**config.mk**
```make
export PLATFORM = sky130hd
export DESIGN_NAME = byte_stuffing_frame_encoder
export DESIGN_NICKNAME = d
export VERILOG_FILES = /design/src/bsfe_pkg.sv /design/src/bsfe_front.sv /design/src/bsfe_queue.sv /design/src/bsfe_back.sv /design/src/byte_stuffing_frame_encoder.sv
export SDC_FILE = /design/constraint.sdc
export NUM_CORES = 1
export LEC_CHECK = 0
export ABC_AREA = 1
export BUFFER_PORTS_ARGS = -buffer_cell sky130_fd_sc_hd__buf_2
export CAP_MARGIN = 20
export CORE_MARGIN = 8
export CORE_UTILIZATION = 45
export CTS_CLUSTER_DIAMETER = 200
export DETAILED_ROUTE_END_ITERATION = 6
export MAX_ROUTING_LAYER = met4
export SYNTH_ARGS = -nofsm -noshare
export SYNTH_HDL_FRONTEND = slang
export SYNTH_HIERARCHICAL = 1
export SYNTH_SLANG_ARGS = --single-unit
```
**constraint.sdc**
```tcl
create_clock -name clk_i -period 7.8 [get_ports clk_i]
set_input_delay 1.17 -clock clk_i [delete_from_list [all_inputs] [get_ports clk_i]]
set_output_delay 1.17 -clock clk_i [all_outputs]
set_load 0.05 [all_outputs]
```
**src/bsfe_pkg.sv**
```systemverilog
package bsfe_pkg;

  localparam int unsigned ByteW         = 8;
  localparam int unsigned CfgIdxW       = 2;
  localparam int unsigned QueueDepthDef = 2;
  localparam int unsigned SlotN         = 5;

  // Register indexes of the configuration port
  typedef enum logic [CfgIdxW-1:0] {
    CFG_START_CODE  = 2'd0,
    CFG_ESCAPE_CODE = 2'd1,
    CFG_START_SUBST = 2'd2,
    CFG_ESCAPE_SUBST = 2'd3
  } cfg_idx_e;

  // Output slots of one request, in emission order
  localparam int unsigned SlotStart = 0;
  localparam int unsigned SlotEsc1  = 1;
  localparam int unsigned SlotEsc2  = 2;
  localparam int unsigned SlotData  = 3;
  localparam int unsigned SlotCsum  = 4;

  typedef struct packed {
    logic [ByteW-1:0] data_byte;
    logic             frame_first;
    logic             frame_last;
  } in_item_t;

  typedef struct packed {
    logic [ByteW-1:0] out_byte;
    logic             run_last;
    logic             frame_end;
  } out_item_t;

  typedef struct packed {
    logic [ByteW-1:0] start_code;
    logic [ByteW-1:0] escape_code;
    logic [ByteW-1:0] start_substitute;
    logic [ByteW-1:0] escape_substitute;
  } cfg_t;

  // Classified request handed from front to back
  typedef struct packed {
    logic [SlotN-1:0] slots;
    logic [ByteW-1:0] start_byte;
    logic [ByteW-1:0] esc_byte;
    logic [ByteW-1:0] data_byte;
    logic [ByteW-1:0] csum;
  } cmd_t;

endpackage

```
**src/bsfe_front.sv**
```systemverilog
module bsfe_front
  import bsfe_pkg::*;
(
  input  logic     clk_i,
  input  logic     rst_ni,
  input  cfg_t     cfg_i,
  input  logic     accept_i,
  input  in_item_t item_i,
  output cmd_t     cmd_o
);

  logic [ByteW-1:0] csum_q, csum_d;
  logic             start_hit, esc_hit;
  logic [ByteW-1:0] sub_byte, final_byte, base;

  always_comb begin
    start_hit  = (item_i.data_byte == cfg_i.start_code);
    sub_byte   = start_hit ? cfg_i.start_substitute : item_i.data_byte;
    // second check sees the byte as it stands after the first
    esc_hit    = (sub_byte == cfg_i.escape_code);
    final_byte = esc_hit ? cfg_i.escape_substitute : sub_byte;
    base       = item_i.frame_first ? '0 : csum_q;
    csum_d     = base ^ (start_hit ? cfg_i.start_code : '0)
                      ^ (esc_hit ? cfg_i.escape_code : '0) ^ final_byte;

    cmd_o.slots            = '0;
    cmd_o.slots[SlotStart] = item_i.frame_first;
    cmd_o.slots[SlotEsc1]  = start_hit;
    cmd_o.slots[SlotEsc2]  = esc_hit;
    cmd_o.slots[SlotData]  = 1'b1;
    cmd_o.slots[SlotCsum]  = item_i.frame_last;
    cmd_o.start_byte       = cfg_i.start_code;
    cmd_o.esc_byte         = cfg_i.escape_code;
    cmd_o.data_byte        = final_byte;
    cmd_o.csum             = csum_d;
  end

  always_ff @(posedge clk_i or negedge rst_ni) begin
    if (!rst_ni) begin
      csum_q <= '0;
    end else if (accept_i) begin
      csum_q <= csum_d;
    end
  end

endmodule

```
**src/bsfe_queue.sv**
```systemverilog
module bsfe_queue
  import bsfe_pkg::*;
#(
  parameter int unsigned Depth = QueueDepthDef
)(
  input  logic clk_i,
  input  logic rst_ni,
  input  logic push_i,
  input  cmd_t push_data_i,
  output logic full_o,
  input  logic pop_i,
  output logic valid_o,
  output cmd_t pop_data_o
);

  localparam int unsigned PtrW = (Depth > 1) ? $clog2(Depth) : 1;
  localparam int unsigned CntW = $clog2(Depth + 1);
  localparam logic [PtrW-1:0] LastPtr = PtrW'(Depth - 1);
  localparam logic [CntW-1:0] Full    = CntW'(Depth);

  cmd_t            mem_q [Depth];
  logic [PtrW-1:0] wr_ptr_q, rd_ptr_q;
  logic [CntW-1:0] count_q;

  assign full_o     = (count_q == Full);
  assign valid_o    = (count_q != '0);
  assign pop_data_o = mem_q[rd_ptr_q];

  always_ff @(posedge clk_i) begin
    if (push_i) begin
      mem_q[wr_ptr_q] <= push_data_i;
    end
  end

  always_ff @(posedge clk_i or negedge rst_ni) begin
    if (!rst_ni) begin
      wr_ptr_q <= '0;
      rd_ptr_q <= '0;
      count_q  <= '0;
    end else begin
      if (push_i) begin
        wr_ptr_q <= (wr_ptr_q == LastPtr) ? '0 : wr_ptr_q + 1'b1;
      end
      if (pop_i) begin
        rd_ptr_q <= (rd_ptr_q == LastPtr) ? '0 : rd_ptr_q + 1'b1;
      end
      case ({push_i, pop_i})
        2'b10:   count_q <= count_q + 1'b1;
        2'b01:   count_q <= count_q - 1'b1;
        default: count_q <= count_q;
      endcase
    end
  end

  a_no_overflow: assert property (@(posedge clk_i) disable iff (!rst_ni)
    (push_i && !pop_i) |-> !full_o)
    else $error("queue pushed while full");

endmodule

```
**src/bsfe_back.sv**
```systemverilog
module bsfe_back
  import bsfe_pkg::*;
(
  input  logic      clk_i,
  input  logic      rst_ni,
  input  logic      q_valid_i,
  input  cmd_t      q_data_i,
  output logic      q_pop_o,
  output logic      out_valid_o,
  input  logic      out_stall_i,
  output out_item_t out_data_o
);

  cmd_t             cur_q;
  logic [SlotN-1:0] slots_q, slots_d, low_bit;
  logic             load_ok, emit;
  out_item_t        out_q, out_d;
  logic             out_valid_q;
  logic [ByteW-1:0] sel_byte;

  always_comb begin
    load_ok = !out_valid_q || !out_stall_i;
    emit    = load_ok && (slots_q != '0);
    low_bit = slots_q & (~slots_q + 1'b1);

    if (slots_q[SlotStart])     sel_byte = cur_q.start_byte;
    else if (slots_q[SlotEsc1]) sel_byte = cur_q.esc_byte;
    else if (slots_q[SlotEsc2]) sel_byte = cur_q.esc_byte;
    else if (slots_q[SlotData]) sel_byte = cur_q.data_byte;
    else                        sel_byte = cur_q.csum;

    slots_d = emit ? (slots_q & ~low_bit) : slots_q;

    out_d.out_byte  = sel_byte;
    out_d.run_last  = (slots_d == '0);
    out_d.frame_end = (low_bit[SlotCsum]);

    // take the next request as soon as the current one has nothing left
    q_pop_o = q_valid_i && (slots_d == '0);
  end

  always_ff @(posedge clk_i) begin
    if (q_pop_o) begin
      cur_q <= q_data_i;
    end
    if (emit) begin
      out_q <= out_d;
    end
  end

  always_ff @(posedge clk_i or negedge rst_ni) begin
    if (!rst_ni) begin
      slots_q     <= '0;
      out_valid_q <= 1'b0;
    end else begin
      slots_q <= q_pop_o ? q_data_i.slots : slots_d;
      if (load_ok) begin
        out_valid_q <= emit;
      end
    end
  end

  assign out_valid_o = out_valid_q;
  assign out_data_o  = out_q;

  a_data_pending: assert property (@(posedge clk_i) disable iff (!rst_ni)
    !slots_q[SlotData] |-> (slots_q[SlotEsc2:SlotStart] == '0))
    else $error("escape or start slot pending after data byte");

  a_csum_closes: assert property (@(posedge clk_i) disable iff (!rst_ni)
    (out_valid_q && out_q.frame_end) |-> out_q.run_last)
    else $error("checksum byte not last of its run");

endmodule

```
**src/byte_stuffing_frame_encoder.sv**
```systemverilog
// Byte-stuffing frame encoder with an 8-bit XOR checksum.
//
// Input channel (in_valid_i / in_stall_o / in_data_i): one raw frame byte per
// request, flagged frame_first and frame_last. Output channel (out_valid_o /
// out_stall_i / out_data_o): one encoded byte per request; run_last marks the
// final byte caused by an input and frame_end marks the checksum byte.
// Each input yields 1 to 5 output bytes: start code on frame_first, escape
// pairs for start and escape codes, the byte, and the checksum on frame_last.
//
// When idle, the first byte of an input passes from the queue through the
// request registers of the back sequencer into its output register.
// Throughput: one output byte per cycle while the receiver does not stall,
// set by the single output register in the back sequencer. The front
// classifies and updates the checksum in the cycle of acceptance and parks
// the request in a short queue, so inputs keep flowing while the back drains
// earlier ones.
// Reset clears the checksum, the queue and the output valid flag and loads the
// default codes (192, 219, 220, 221). When the receiver stalls, hold the
// output byte; the queue then fills and in_stall_o rises once it is full.
// Write configuration only while the block is idle.
module byte_stuffing_frame_encoder
  import bsfe_pkg::*;
#(
  parameter int unsigned QueueDepth = QueueDepthDef
)(
  input  logic               clk_i,
  input  logic               rst_ni,
  input  logic               in_valid_i,
  output logic               in_stall_o,
  input  in_item_t           in_data_i,
  output logic               out_valid_o,
  input  logic               out_stall_i,
  output out_item_t          out_data_o,
  input  logic               cfg_we_i,
  input  logic [CfgIdxW-1:0] cfg_index_i,
  input  logic [ByteW-1:0]   cfg_data_i
);

  cfg_t cfg_q;
  logic in_accept, q_full, q_valid, q_pop;
  cmd_t cmd_in, cmd_out;

  // Configuration registers: plain writes, no read-back
  always_ff @(posedge clk_i or negedge rst_ni) begin
    if (!rst_ni) begin
      cfg_q.start_code        <= 8'd192;
      cfg_q.escape_code       <= 8'd219;
      cfg_q.start_substitute  <= 8'd220;
      cfg_q.escape_substitute <= 8'd221;
    end else if (cfg_we_i) begin
      unique case (cfg_idx_e'(cfg_index_i))
        CFG_START_CODE:   cfg_q.start_code        <= cfg_data_i;
        CFG_ESCAPE_CODE:  cfg_q.escape_code       <= cfg_data_i;
        CFG_START_SUBST:  cfg_q.start_substitute  <= cfg_data_i;
        CFG_ESCAPE_SUBST: cfg_q.escape_substitute <= cfg_data_i;
        default: ;
      endcase
    end
  end

  // Stall input only when the queue has no room
  assign in_stall_o = q_full;
  assign in_accept  = in_valid_i && !q_full;

  bsfe_front u_front (
    .clk_i    (clk_i),
    .rst_ni   (rst_ni),
    .cfg_i    (cfg_q),
    .accept_i (in_accept),
    .item_i   (in_data_i),
    .cmd_o    (cmd_in)
  );

  bsfe_queue #(
    .Depth (QueueDepth)
  ) u_queue (
    .clk_i       (clk_i),
    .rst_ni      (rst_ni),
    .push_i      (in_accept),
    .push_data_i (cmd_in),
    .full_o      (q_full),
    .pop_i       (q_pop),
    .valid_o     (q_valid),
    .pop_data_o  (cmd_out)
  );

  bsfe_back u_back (
    .clk_i       (clk_i),
    .rst_ni      (rst_ni),
    .q_valid_i   (q_valid),
    .q_data_i    (cmd_out),
    .q_pop_o     (q_pop),
    .out_valid_o (out_valid_o),
    .out_stall_i (out_stall_i),
    .out_data_o  (out_data_o)
  );

endmodule
```
* Yosys cells after proc, flatten, opt, wreduce, memory -nomap -nowiden *
Memories as Yosys holds them, arrays and structs flattened.
Index checks and enable logic that the tools add are counted.

operators by class
  mux-type cells = 16
  reduce and logical (&&, ||, !) cells = 16
  add/subtract/negate cells = 5
  equality and inequality tests = 8
  bitwise operators = 7

operators by type and width
  operator                                           number
  two-way mux 8 bit                                  9
  XOR 8 bit                                          3
  == test 8 bit                                      2
  AND 5 bit                                          2
  two-way mux 5 bit                                  2
  NOT 5 bit                                          2
  == test 2 bit (second input constant)              4
  AND reduction 2 bit                                4
  adder 5 x 1 -> 5 bit (second input constant)       1
  logical NOT 5 bit                                  1
  nonzero test 5 bit                                 1
  == test 2 x 1 -> 1 bit (second input constant)     2
  two-way mux 1 bit                                  4
  one-hot mux 2 bit (2 select lines)                 1
  nonzero test 2 bit                                 2
  logical AND 1 bit                                  3
  logical NOT 1 bit                                  3
  adder 1 bit (second input constant)                2
  adder 2 x 1 -> 2 bit (second input constant)       1
  logical NOT 2 bit                                  1
  subtractor 2 x 1 -> 2 bit (second input constant)  1
  logical OR 1 bit                                   1

word-level totals
  input bits = 25
  bits in registers = 92
  word-level logic and storage cells = 70
  memories = 1
  output and inout port bits = 12
  RAM bits = 72

memory list
  memory         depth  bits a word  read ports  clocked after memory_dff  write ports  line              text
  u_queue.mem_q  2      36           1           0                         1            bsfe_queue.sv:21  cmd_t mem_q [Depth];

* Logic depth before layout (Yosys ltp) *
Gate-level depths: netlist (run 1).

  depth after elaboration = 10
  mapped depth = 20
  mapped depth without buffers = 19

* Cells and area by module *
Netlist (run 1), hierarchy kept.

by module, submodules not included
  module                       seq. area each (µm²)  times used  cells an instance  area each (µm²)
  bsfe_queue                   2322.2                1           217                2959.1
  bsfe_back                    1411.4                1           136                1824.2
  bsfe_front                   200.2                 1           289                1720.4
  byte_stuffing_frame_encoder  824.5                 1           145                1450.1

* Worst setup path after synthesis (run 1) *
Ideal clock, no wire load.

  path type = in2reg
  start point = in out_stall_i
  end point = reg u_queue.count_q[1]
  data required time = 7.683 ns
  path slack = 2.696 ns
  stages = 10
  library setup time = 0.117 ns
  buffers on the path = 0
  arrival time = 4.987 ns
  path through = nand2_1 -> nand2_1 -> nand2_1 -> nand3_2 -> nor3b_1 -> ha_1 -> inv_1 -> nand3_1 -> nand2_1 -> nand2_1

between the ends
  word-level cells in the longest chain between the ends = 8
  elaborated cells on any way between the ends = 10
  those cells by class = eq/ne (2); mux (2); reduce/logical (6)

ends and longest elaborated chain
  item                                                                             line                               text
  from (decl)                                                                      byte_stuffing_frame_encoder.sv:32  input logic out_stall_i,
  logical NOT 1 bit (*)                                                            bsfe_back.sv:22                    load_ok = !out_valid_q || !out_stall_i;
  logical OR 1 bit (*)                                                             bsfe_back.sv:22
  logical AND 1 bit (*)                                                            bsfe_back.sv:23                    emit = load_ok && (slots_q != '0);
  two-way mux 5 bit (*)                                                            bsfe_back.sv:32                    slots_d = emit ? (slots_q & ~low_bit) : slots_q;
  logical NOT 5 bit (*)                                                            bsfe_back.sv:39                    q_pop_o = q_valid_i && (slots_d == '0);
  logical AND 1 bit (*)                                                            bsfe_back.sv:39
  net q_pop                                                                        byte_stuffing_frame_encoder.sv:40  logic in_accept, q_full, q_valid, q_pop;
  == test 2 x 1 -> 1 bit / == test 2 bit (equally long branches)                   bsfe_queue.sv:47                   case ({push_i, pop_i})
  one-hot mux 2 bit (2 select lines) / nonzero test 2 bit (equally long branches)  --
  to (signal assigned)                                                             bsfe_queue.sv:48                   2'b10: count_q <= count_q + 1'b1;
  to (signal assigned)                                                             bsfe_queue.sv:49                   2'b01: count_q <= count_q - 1'b1;
  to (signal assigned)                                                             bsfe_queue.sv:50                   default: count_q <= count_q;
  to (decl)                                                                        bsfe_queue.sv:23                   logic [CntW-1:0] count_q;

Mark *: on every way through the listed nets, which the timed path passes. The rest lies on a longest branch.
A chain may end at the register's enable or synchronous reset.

==> results of run 1 <==
kinds of logic (layout without fill, tap and decap cells):
logic type | Yosys count | after routing | share of synthesized area [%]
AO/OA/AOI/OAI | 61 | 61 | 3.84
XOR/XNOR | 14 | 14 | 1.54
adder cells (fa/ha/maj) | 1 | 1 | 0.157
buffers and inverters | 134 | 162 | 9.19
flip-flops | 166 | 166 | 59.8
other | 1 | 1 | 0.0471
AND/OR/NAND/NOR | 410 | 410 | 25.4
worst min path at each step:
stage	start	end	slack, ns	depth (start not counted)
finish	cfg_q[7]	cfg_q[7]	0.48	2
global route	cfg_q[6]	cfg_q[6]	0.50	2
CTS	cfg_q[7]	cfg_q[7]	0.48	2
detailed placement	u_queue/count_q[1]	u_queue/count_q[1]	0.47	2
global placement	u_queue/count_q[1]	u_queue/count_q[1]	0.45	2
floorplan	u_queue/count_q[1]	u_queue/count_q[1]	0.44	2
layout by cell type, fill, tap and decap left out, types with 7 or more instances in the layout:
cell type    n
dfstp_2     19
inv_2        7
o21ai_0     32
xnor2_1     12
nand2_2     18
clkbuf_16   17
nand3_1     56
inv_1       77
a21oi_1     16
dfrtp_1     30
buf_2       36
o21ai_1     13
nor2_1      30
nand3_2     11
nand4_1     30
nand2_1    231
edfxtp_1   116
and2_1       8
where the power goes:
| part | switching [mW] | internal (mW) |
|---|---|---|
| clock network | 0.329 | 0.456 |
| logic | 0.634 | 0.260 |
| registers | 0.156 | 1.36 |
| total | 1.12 | 2.07 |
flip-flops by register name, summed over array words and instances (netlist names):
name / flops
u_queue/rd_ptr_q: 1
u_back/out_valid_o: 1
u_back/slots_q: 5
cfg_q: 32
u_queue/wr_ptr_q: 1
u_queue/count_q: 2
u_queue/mem_q: 74
u_back/out_data_o: 10
u_back/cur_q: 32
u_front/csum_q: 8
area by class of cell:
cell class	instances	area [um2]	area share [%]
repair buffers	42	250	2.89
well taps	225	282	3.25
clock inverters	11	98.8	1.14
inverters	88	330	3.82
flip-flops and latches	166	4760	55.0
multi-input cells	487	2480	28.6
clock buffers	21	460	5.32
per-layer routing:
metal / vias to the layer above / part of all wire, %
li1: 2621 / -
met1: 2407 / 46
met2: 102 / 49
met3: 21 / 3.3
met4: 0 / 2.0
met5: - / 0
worst max-delay path, stage by stage:
cell     delay (ns)
buf_2          0.12
xnor2_1        0.19
nand2_2        0.14
nor2_2         0.11
nand2_2        0.17
nand2_1        0.13
nand3_1        0.07
nand2_1        0.11
nand2_4        0.08
nor2_8         0.34
nand3_1        0.15
nand2_1        0.18
nand3_1        0.10
and2_1         0.19
through the flow:
| step | total power [mW] | std cells | util, % | cell area (um2) | hold slack, ns |
|---|---|---|---|---|---|
| floorplan | 2.21 | 787 | - | 7950 | 0.442 |
| global placement | 2.40 | 1006 | 46.6 | 8060 | 0.453 |
| detailed placement | 2.42 | 1006 | 46.6 | 8060 | 0.466 |
| CTS | 3.22 | 1038 | 49.8 | 8620 | 0.478 |
| global route | 3.40 | 1040 | 50.1 | 8660 | 0.495 |
| finish | 3.19 | 1040 | 50.1 | 8660 | 0.477 |
==> flow_summary.yaml, run 1 <==
cells_and_area:
  syn2layout_area_growth_pct: 8.86
  n_fill_cell: 1585
  drive_gt1_share_pct: 17.9
  antenna_cells: 0
  fin_nets: 828
setup_path:
  cp-start-kind: "input port"
  crit_fanout: 24
  worstSetupEndpointType: "register"
  ff2ff_path_depth: 16
  critPathRequiredTime_ns: 7.97
  crit_arrival_ns: 3.25
  critPathKind: "in2reg"
  reg2reg_to: "u_queue/mem_q[1][7]"
  startpoint: "in_data_i[5]"
  r2r_setup_slack_ns: 4.99
  endpoint: "u_queue/mem_q[1][7]"
  reg2reg_from: "cfg_q[31]"
clock_tree:
  clk_path_buf_depth: 2
  postCtsSetupBuffers: 0
  clk_pin_slew_ns: 0.06
  clock_latency_ns: 0.42
  cts_resized: 0
  cts_tree: "yes"
  htreeDepth: 4
  cts-hold-fix-buffers: 0
  cts_sinks: 166
  cts_buffers: 17
  cts-root-buf: "clkbuf_16"
placement:
  gp_congestion: 0.926
  pre_cts_ws_ns: 4.32
  port-buffer-count: 36
  dpl.hpwl_um: 11600
synth:
  syn_area_per_cell_um2: 10.1
  syn_nets: 813
  synthFlopType: "edfxtp_1"
  synth_commonest_cells: "nand2_1 (231), edfxtp_1 (116), inv_1 (77)"
  synth_cells: 787
  synth_area_mm2: 0.00795
  netlist.top_cell.by_area: "edfxtp_1"
  synth_edf_count: 116
  synth_seq_area_share_pct: 59.8
  synth.area.top_cells: "edfxtp_1 (44%), nand2_1 (11%), dfrtp_1 (9.8%)"
  synth_top_area_share_pct: 43.8
  yosysMostFrequentCell: "nand2_1"
  synth_warnings: 6
  async_flop_share_pct: 30.1
  synth.distinct_cells: 35
  synth-seq-cells: 166
sta:
  skew_ns: 0.00994
  rsz0062_at_grt: "false"
  tns_ns: 0
  finalSetupViolCount: 0
  timing.final.ws_setup_ns: 4.72
  timing.final.crit_share_pct: 39.5
  slew_headroom_pct: 51.7
  fmax_mhz: 325
  worst_slew_pin_slew_ns: 0.725
  maxSlewViolCount: 0
  hold_viol: 0
  min_period_ns: 3.08
grt:
  grt_max_degree: 76
  grt_busiest_layer: "met2"
  use_met2_pct: 25.2
  grt_use_met3_pct: 3.16
  antenna_found_initial: 0
  gr-usage-all-layers_pct: 15.8
  use_met1_pct: 19.4
  grt_pass1_vias: 5042
  grt_overflow: 0
  grt_pass1_wl_um: 26400
route:
  drt-wirelength-per-cell_um: 15.4
  via_count: 5151
  postRouteAntennaNets: 0
  drt_iter0_markers: 321
  vias_per_cell: 4.95
  first_pass_iters: 5
  drc: 0
  wl_um: 16000
run_status:
  status: "finished clean"
floorplan:
  die_w_um: 149
  core_mm2: 0.0173
  die-area_mm2: 0.0222
  ios: 37
  die_h_um: 149
  fp-row-count: 48
  start_util_pct: 46.0
power_and_ir_drop:
  vdd_drop_max_mv: 0.206
  p_leak_nw: 3.80
  powerDensity_mw_per_mm2: 369
job:
  cap_violations: 0
hold_path:
  hold_path_class: "reg2reg"
Note: power is estimated with default switching activity, not from simulation.
==> inputs of run 2 (changes only) <==
clock period = 2.6 ns   (was 7.8 ns; I/O delays follow)
==> run 2 against run 1 <==
Die area did not move. Count of clock-buffer cells in the layout decreased by 2. Design area is 5.1% higher. Register-to-register slack worse by 4.9 ns. Sequential share of layout area decreased by 2.6 points. Flip-flop and latch count is the same.
==> flow_summary.yaml, run 2 (same netlist as run 1, synthesis figures left out) <==
setup_path:
  crit_fanout: 10
  cp-start-kind: "register"
  critPathRequiredTime_ns: 2.78
  critPathKind: "reg2reg"
  worstSetupEndpointType: "register"
  crit_top_cell: "nand2_4"
  critPathMaxStageDelay_ns: 0.56
  reg2reg_from: "cfg_q[30]"
  crit_arrival_ns: 2.71
  critPathSlowestCell: "dfstp_2"
  r2r_setup_slack_ns: 0.07
  reg2reg_to: "u_queue/mem_q[1][5]"
  ff2ff_path_depth: 14
  cp_cell_sequence: "xnor2_2, nand2_4, nor2_4, nand2_4, nand2_2, nand3b_1, nand2_2, nand2_4, nor2_8, buf_12, nand3_2, nand2_1, nand3_2, and2_1"
sta:
  skew_ns: 0.00809
  timing.final.crit_share_pct: 97.5
  rsz0062_at_grt: "true"
  timing.final.ws_setup_ns: 0.0655
  maxSlewViolCount: 0
  hold_viol: 0
  fmax_mhz: 395
  slew_headroom_pct: 53.0
  finalSetupViolCount: 0
  min_period_ns: 2.53
  worst_slew_pin_slew_ns: 0.705
clock_tree:
  clk_path_buf_depth: 2
  cts_sinks: 166
  cts_tree: "yes"
  clock_latency_ns: 0.43
  cts_buffers: 17
  cts-root-buf: "clkbuf_16"
  clk_pin_slew_ns: 0.06
  htreeDepth: 4
hold_path:
  hold_path_class: "in2reg"
  min_path_cells: 1
  hp-start: "in_data_i[0]"
  hold_path_end: "u_queue/mem_q[0][36]"
grt:
  grt_max_degree: 49
  grt_pass1_vias: 5235
  grt_pass1_wl_um: 26700
  gr-usage-all-layers_pct: 16.0
  grt_overflow: 0
  antenna_found_initial: 0
floorplan:
  fp-row-count: 48
  die-area_mm2: 0.0222
  ios: 37
  die_w_um: 149
  die_h_um: 149
  start_util_pct: 46.0
  core_mm2: 0.0173
route:
  drt-wirelength-per-cell_um: 15.7
  met1_length_um: 7550
  first_pass_iters: 5
  drt_iter0_markers: 295
  drc: 0
  vias_per_cell: 5.05
  route.top_layer_used: "met4"
  wl_met3_um: 516
  postRouteAntennaNets: 0
  wl_um: 16800
  via_count: 5405
  wl_met2_um: 8390
placement:
  gp_congestion: 0.872
  dpl.hpwl_um: 11900
  port-buffer-count: 36
  dp.cells: 1024
  pre_cts_ws_ns: -0.0997
cells_and_area:
  final_common_cell: "nand2_1"
  fin_nets: 858
  top_register: "u_queue/mem_q"
  reg_top3: "u_queue/mem_q x74, cfg_q x32, u_back/cur_q x32"
  multi_input_area_mm2: 0.00268
  register_area_mm2: 0.00476
  drive_gt1_share_pct: 24.4
  largest_register_ffs: 74
  antenna_cells: 0
  final_cells: 1070
  syn2layout_area_growth_pct: 14.4
  n_fill_cell: 1539
  most-common-layout-cells: "nand2_1 (215), edfxtp_1 (116), inv_1 (77)"
power_and_ir_drop:
  p_leak_nw: 4.01
  vdd_drop_max_mv: 0.618
  power.total_mw: 9.79
  powerDensity_mw_per_mm2: 1080
job:
  cap_violations: 0
run_status:
  status: "finished clean"
[run 2: changes by cell type in the layout (fill, tap and decap cells not counted), moves of 3 or more]
cell	before	now
and2_1	8	4
buf_4	4	23
dfrtp_1	30	27
nand2_1	231	215
nand2_2	18	27
and2_4	0	4
nor2_4	4	11
dfrtp_2	1	4
buf_6	0	3
nand2_4	2	11
[run 2: per-stage QoR]
stage | hold WS (ns) | util, % | cell area [um2] | setup TNS [ns]
after global routing | 0.137 | 52.6 | 9100 | -0.322
after floorplan | 0.0944 | - | 7970 | -0.0785
after global placement | 0.398 | 47.6 | 8240 | -0.0489
after detailed placement | 0.407 | 47.6 | 8240 | -0.561
final | 0.157 | 52.6 | 9100 | 0
after CTS | 0.133 | 51.1 | 8840 | 0
[run 2: area by class of cell]
cell class | count | share of cell area (%)
sequential | 166 | 52.4
multi-input combinational | 492 | 29.4
timing repair buffer | 67 | 5.30
clock buffer | 19 | 4.87
inverter | 88 | 3.63
tap | 225 | 3.09
clock inverter | 13 | 1.33
[run 2: power by group]
group / internal, mW / switching, mW
Combinational: 0.868 / 1.98
Sequential: 4.07 / 0.470
Clock: 1.35 / 1.05
[run 2: what timing repair did]
| item | CTS | global route |
|---|---|---|
| endpoints found under the hold margin | 16 | 0 |
| buffers inserted | 2 | 5 |
| pin swaps | 2 | 14 |
| endpoints found under the setup margin | 16 | 26 |
| resized for setup | 2 | 43 |
| cloned | 0 | 6 |
| hold buffers | 1 | 0 |
[run 2: critical path, delay by kind of cell, from the launching register on]
family | cells | cell delay [ns]
AND/OR/NAND/NOR | 12 | 1.43
buffers and inverters | 1 | 0.15
XOR/XNOR | 1 | 0.14
flip-flops | 1 | 0.56
[run 2: worst max-delay path by stage]
stage / start / to / cells past startpoint
2_1_floorplan: u_back/out_valid_o / u_queue/count_q[1] / 10
3_3_place_gp: in_data_i[7] / u_queue/mem_q[1][5] / 18
3_5_place_dp: in_data_i[9] / u_queue/mem_q[1][5] / 19
4_1_cts: cfg_q[30] / u_queue/mem_q[1][5] / 15
5_1_grt: cfg_q[31] / u_queue/mem_q[0][3] / 17
6_report: cfg_q[30] / u_queue/mem_q[1][5] / 14
[run 2: layer usage]
layer	vias to the layer above	GRT usage, %
met4	0	6.92
met3	27	2.91
met2	119	26.2
met5	-	-
li1	2687	-
met1	2572	19.0
==> inputs of run 3 (changes only) <==
BUFFER_PORTS_ARGS = not set   (was -buffer_cell sky130_fd_sc_hd__buf_2)
DONT_BUFFER_PORTS = 1   (was not set)
SYNTH_HIERARCHICAL = not set   (was 1)
==> run 3 against run 2 <==
Wire length down 2.4%. Count of clock-buffer cells in the layout is the same. Synthesized cell count is 10% lower. Sequential share of layout area is 3.2 points higher. Design area decreased by 7.0%. Combinational power down 11%. Cell count shrank 8.5%. Core utilization up 1.2 points. Critical endpoint is now u_queue.mem_q[1][6]. Largest cell class unchanged. Largest power group unchanged.
==> flow_summary.yaml, run 3 <==
synth:
  synth_seq_area_share_pct: 65.6
  syn_area_per_cell_um2: 10.1
  netlist.top_cell.by_area: "edfxtp_1"
  synthFlopType: "edfxtp_1"
  synth.area.top_cells: "edfxtp_1 (48%), nand2_1 (14%), dfrtp_1 (11%)"
  async_flop_share_pct: 30.5
  syn_nets: 734
  synth_top_area_share_pct: 47.8
  synth_commonest_cells: "nand2_1 (259), edfxtp_1 (114), inv_1 (51)"
  synth.distinct_cells: 27
  synth_edf_count: 114
  synth_area_mm2: 0.00716
  synth-seq-cells: 164
  yosysMostFrequentCell: "nand2_1"
  synth_warnings: 0
  synth_cells: 708
setup_path:
  worstSetupEndpointType: "register"
  crit_fanout: 6
  startpoint: "cfg_q[31]"
  ff2ff_path_depth: 17
  cp-start-kind: "register"
  crit_arrival_ns: 2.76
  critPathRequiredTime_ns: 2.77
  reg2reg_from: "cfg_q[31]"
  critPathKind: "reg2reg"
route:
  drt-wirelength-per-cell_um: 16.8
  vias_per_cell: 5.03
  first_pass_iters: 5
  postRouteAntennaNets: 0
  drt_iter0_markers: 341
  drc: 0
  wl_um: 16400
  via_count: 4926
sta:
  timing.final.crit_share_pct: 99.6
  slew_headroom_pct: 62.8
  skew_ns: 0.0100
  worst_slew_pin_slew_ns: 0.557
  finalSetupViolCount: 0
  rsz0062_at_grt: "true"
  min_period_ns: 2.59
  hold-worst-slack_ns: 0.0537
  fmax_mhz: 386
  hold_viol: 0
  maxSlewViolCount: 0
grt:
  gr-usage-all-layers_pct: 17.5
  grt_max_degree: 51
  grt_pass1_vias: 4772
  antenna_found_initial: 0
  grt_overflow: 0
  grt_pass1_wl_um: 25800
power_and_ir_drop:
  power.total_mw: 9.83
  vdd_drop_max_mv: 0.556
  p_leak_nw: 3.58
  swShare_pct: 34.3
  powerDensity_mw_per_mm2: 1160
  p_switching_mw: 3.37
  clkPwrFrac_pct: 26.7
  p_comb_share_pct: 25.7
  seqPwrFrac_pct: 47.6
  p_int_mw: 6.46
floorplan:
  fp-row-count: 46
  start_util_pct: 45.6
  die_h_um: 142
  ios: 37
  core_mm2: 0.0157
  die-area_mm2: 0.0202
  die_w_um: 142
placement:
  dpl.hpwl_um: 11200
  port-buffer-count: 0
  gp_congestion: 0.966
cells_and_area:
  final_common_cell: "nand2_1"
  fin_nets: 776
  syn2layout_area_growth_pct: 18.1
  largest_register_ffs: 72
  reg_top3: "u_queue.mem_q x72, cfg_q x32, u_back.cur_q x32"
  drive_gt1_share_pct: 17.4
  multi_input_area_mm2: 0.00227
  most-common-layout-cells: "nand2_1 (252), edfxtp_1 (114), inv_1 (49)"
  n_fill_cell: 1388
  register_area_mm2: 0.00470
  top_register: "u_queue.mem_q"
  antenna_cells: 0
clock_tree:
  clk_pin_slew_ns: 0.07
  cts_buffers: 17
  clk_path_buf_depth: 2
  cts_tree: "yes"
  cts_sinks: 164
  htreeDepth: 4
  clock_latency_ns: 0.43
  cts-root-buf: "clkbuf_16"
hold_path:
  hp-start: "in_data_i[0]"
  hold_path_class: "in2reg"
  min_path_cells: 0
job:
  cap_violations: 0
run_status:
  status: "finished clean"
-- run 3: cell type report --
class | count | area share, %
multi-input combinational | 470 | 26.8
sequential | 164 | 55.6
timing repair buffer | 41 | 4.60
inverter | 56 | 2.54
clock buffer | 19 | 5.12
clock inverter | 13 | 2.16
tap | 216 | 3.20
-- run 3: power by group through the flow --
| stage | combinational [mW] | clock (mW) | sequential, mW |
|---|---|---|---|
| after floorplan | 1.65 | 0 | 4.62 |
| after global placement | 2.43 | 0 | 4.70 |
| after detailed placement | 2.48 | 0 | 4.72 |
| after CTS | 2.51 | 2.66 | 4.68 |
| after global routing | 2.87 | 2.76 | 4.77 |
| final | 2.53 | 2.62 | 4.68 |
-- run 3: metrics by stage --
step                setup slack [ns]  area, um2  util, %  instances  TNS, ns
floorplan                     -0.184       7190        -        708   -0.184
global placement              0.0159       7610     48.4        931        0
detailed placement           -0.0327       7610     48.4        931  -0.0854
CTS                           0.0317       8270     52.6        965        0
global route                  -0.148       8460     53.8        979    -1.88
finish                       0.00953       8460     53.8        979        0
-- run 3: worst paths after layout --
| path | endpoint | slack [ns] |
|---|---|---|
| max reg2reg | u_queue.mem_q[1][6] | 0.01 |
| max in group asynchronous | cfg_q[12] | 1.81 |
| min reg2reg | u_front.csum_q[0] | 0.48 |
| max | u_queue.mem_q[1][6] | 0.01 |
| min in group asynchronous | u_back.slots_q[4] | 0.49 |
| min | u_queue.mem_q[0][35] | 0.05 |
-- run 3: logic make-up (layout without fill, tap and decap cells) --
family / after synthesis / in the layout / synth area share [%]
buffers and inverters: 76 / 129 / 4.35
xor gates and xnor gates: 16 / 16 / 1.96
AOI/OAI and AO/OA: 65 / 65 / 4.63
adders and majority gates: 1 / 1 / 0.175
DFF: 164 / 164 / 65.6
and+or+nand+nor: 384 / 386 / 23.0
muxes: 2 / 2 / 0.280
-- run 3: routing by layer --
metal / wire length [um] / up-vias / global-route usage [%]
met5: 0 / - / -
met4: 399 / 0 / 8.08
met3: 623 / 27 / 3.15
met2: 7960 / 119 / 27.1
met1: 7460 / 2354 / 22.1
li1: - / 2426 / -
-- run 3: what timing repair did --
item	in CTS	in global routing
gates resized for setup	1	27
setup endpoints to repair	7	20
buffers inserted	0	11
cloned	0	3
endpoints found under the hold margin	50	0
pin swaps	0	7
hold buffers	2	0
-- run 3: critical path, stage by stage, from the launching register on --
cell and delay, ns:
dfstp_2 0.54, xnor2_1 0.13, nand2_2 0.12, nor2_2 0.12
nand2_2 0.11, buf_4 0.15, buf_4 0.12, nand2_1 0.05
nand3_1 0.06, nand2_1 0.06, inv_1 0.05, nand2_2 0.09
nor2_2 0.06, nand2_1 0.15, nand2_1 0.12, nand2_4 0.10
nand3_1 0.09, and2_1 0.20
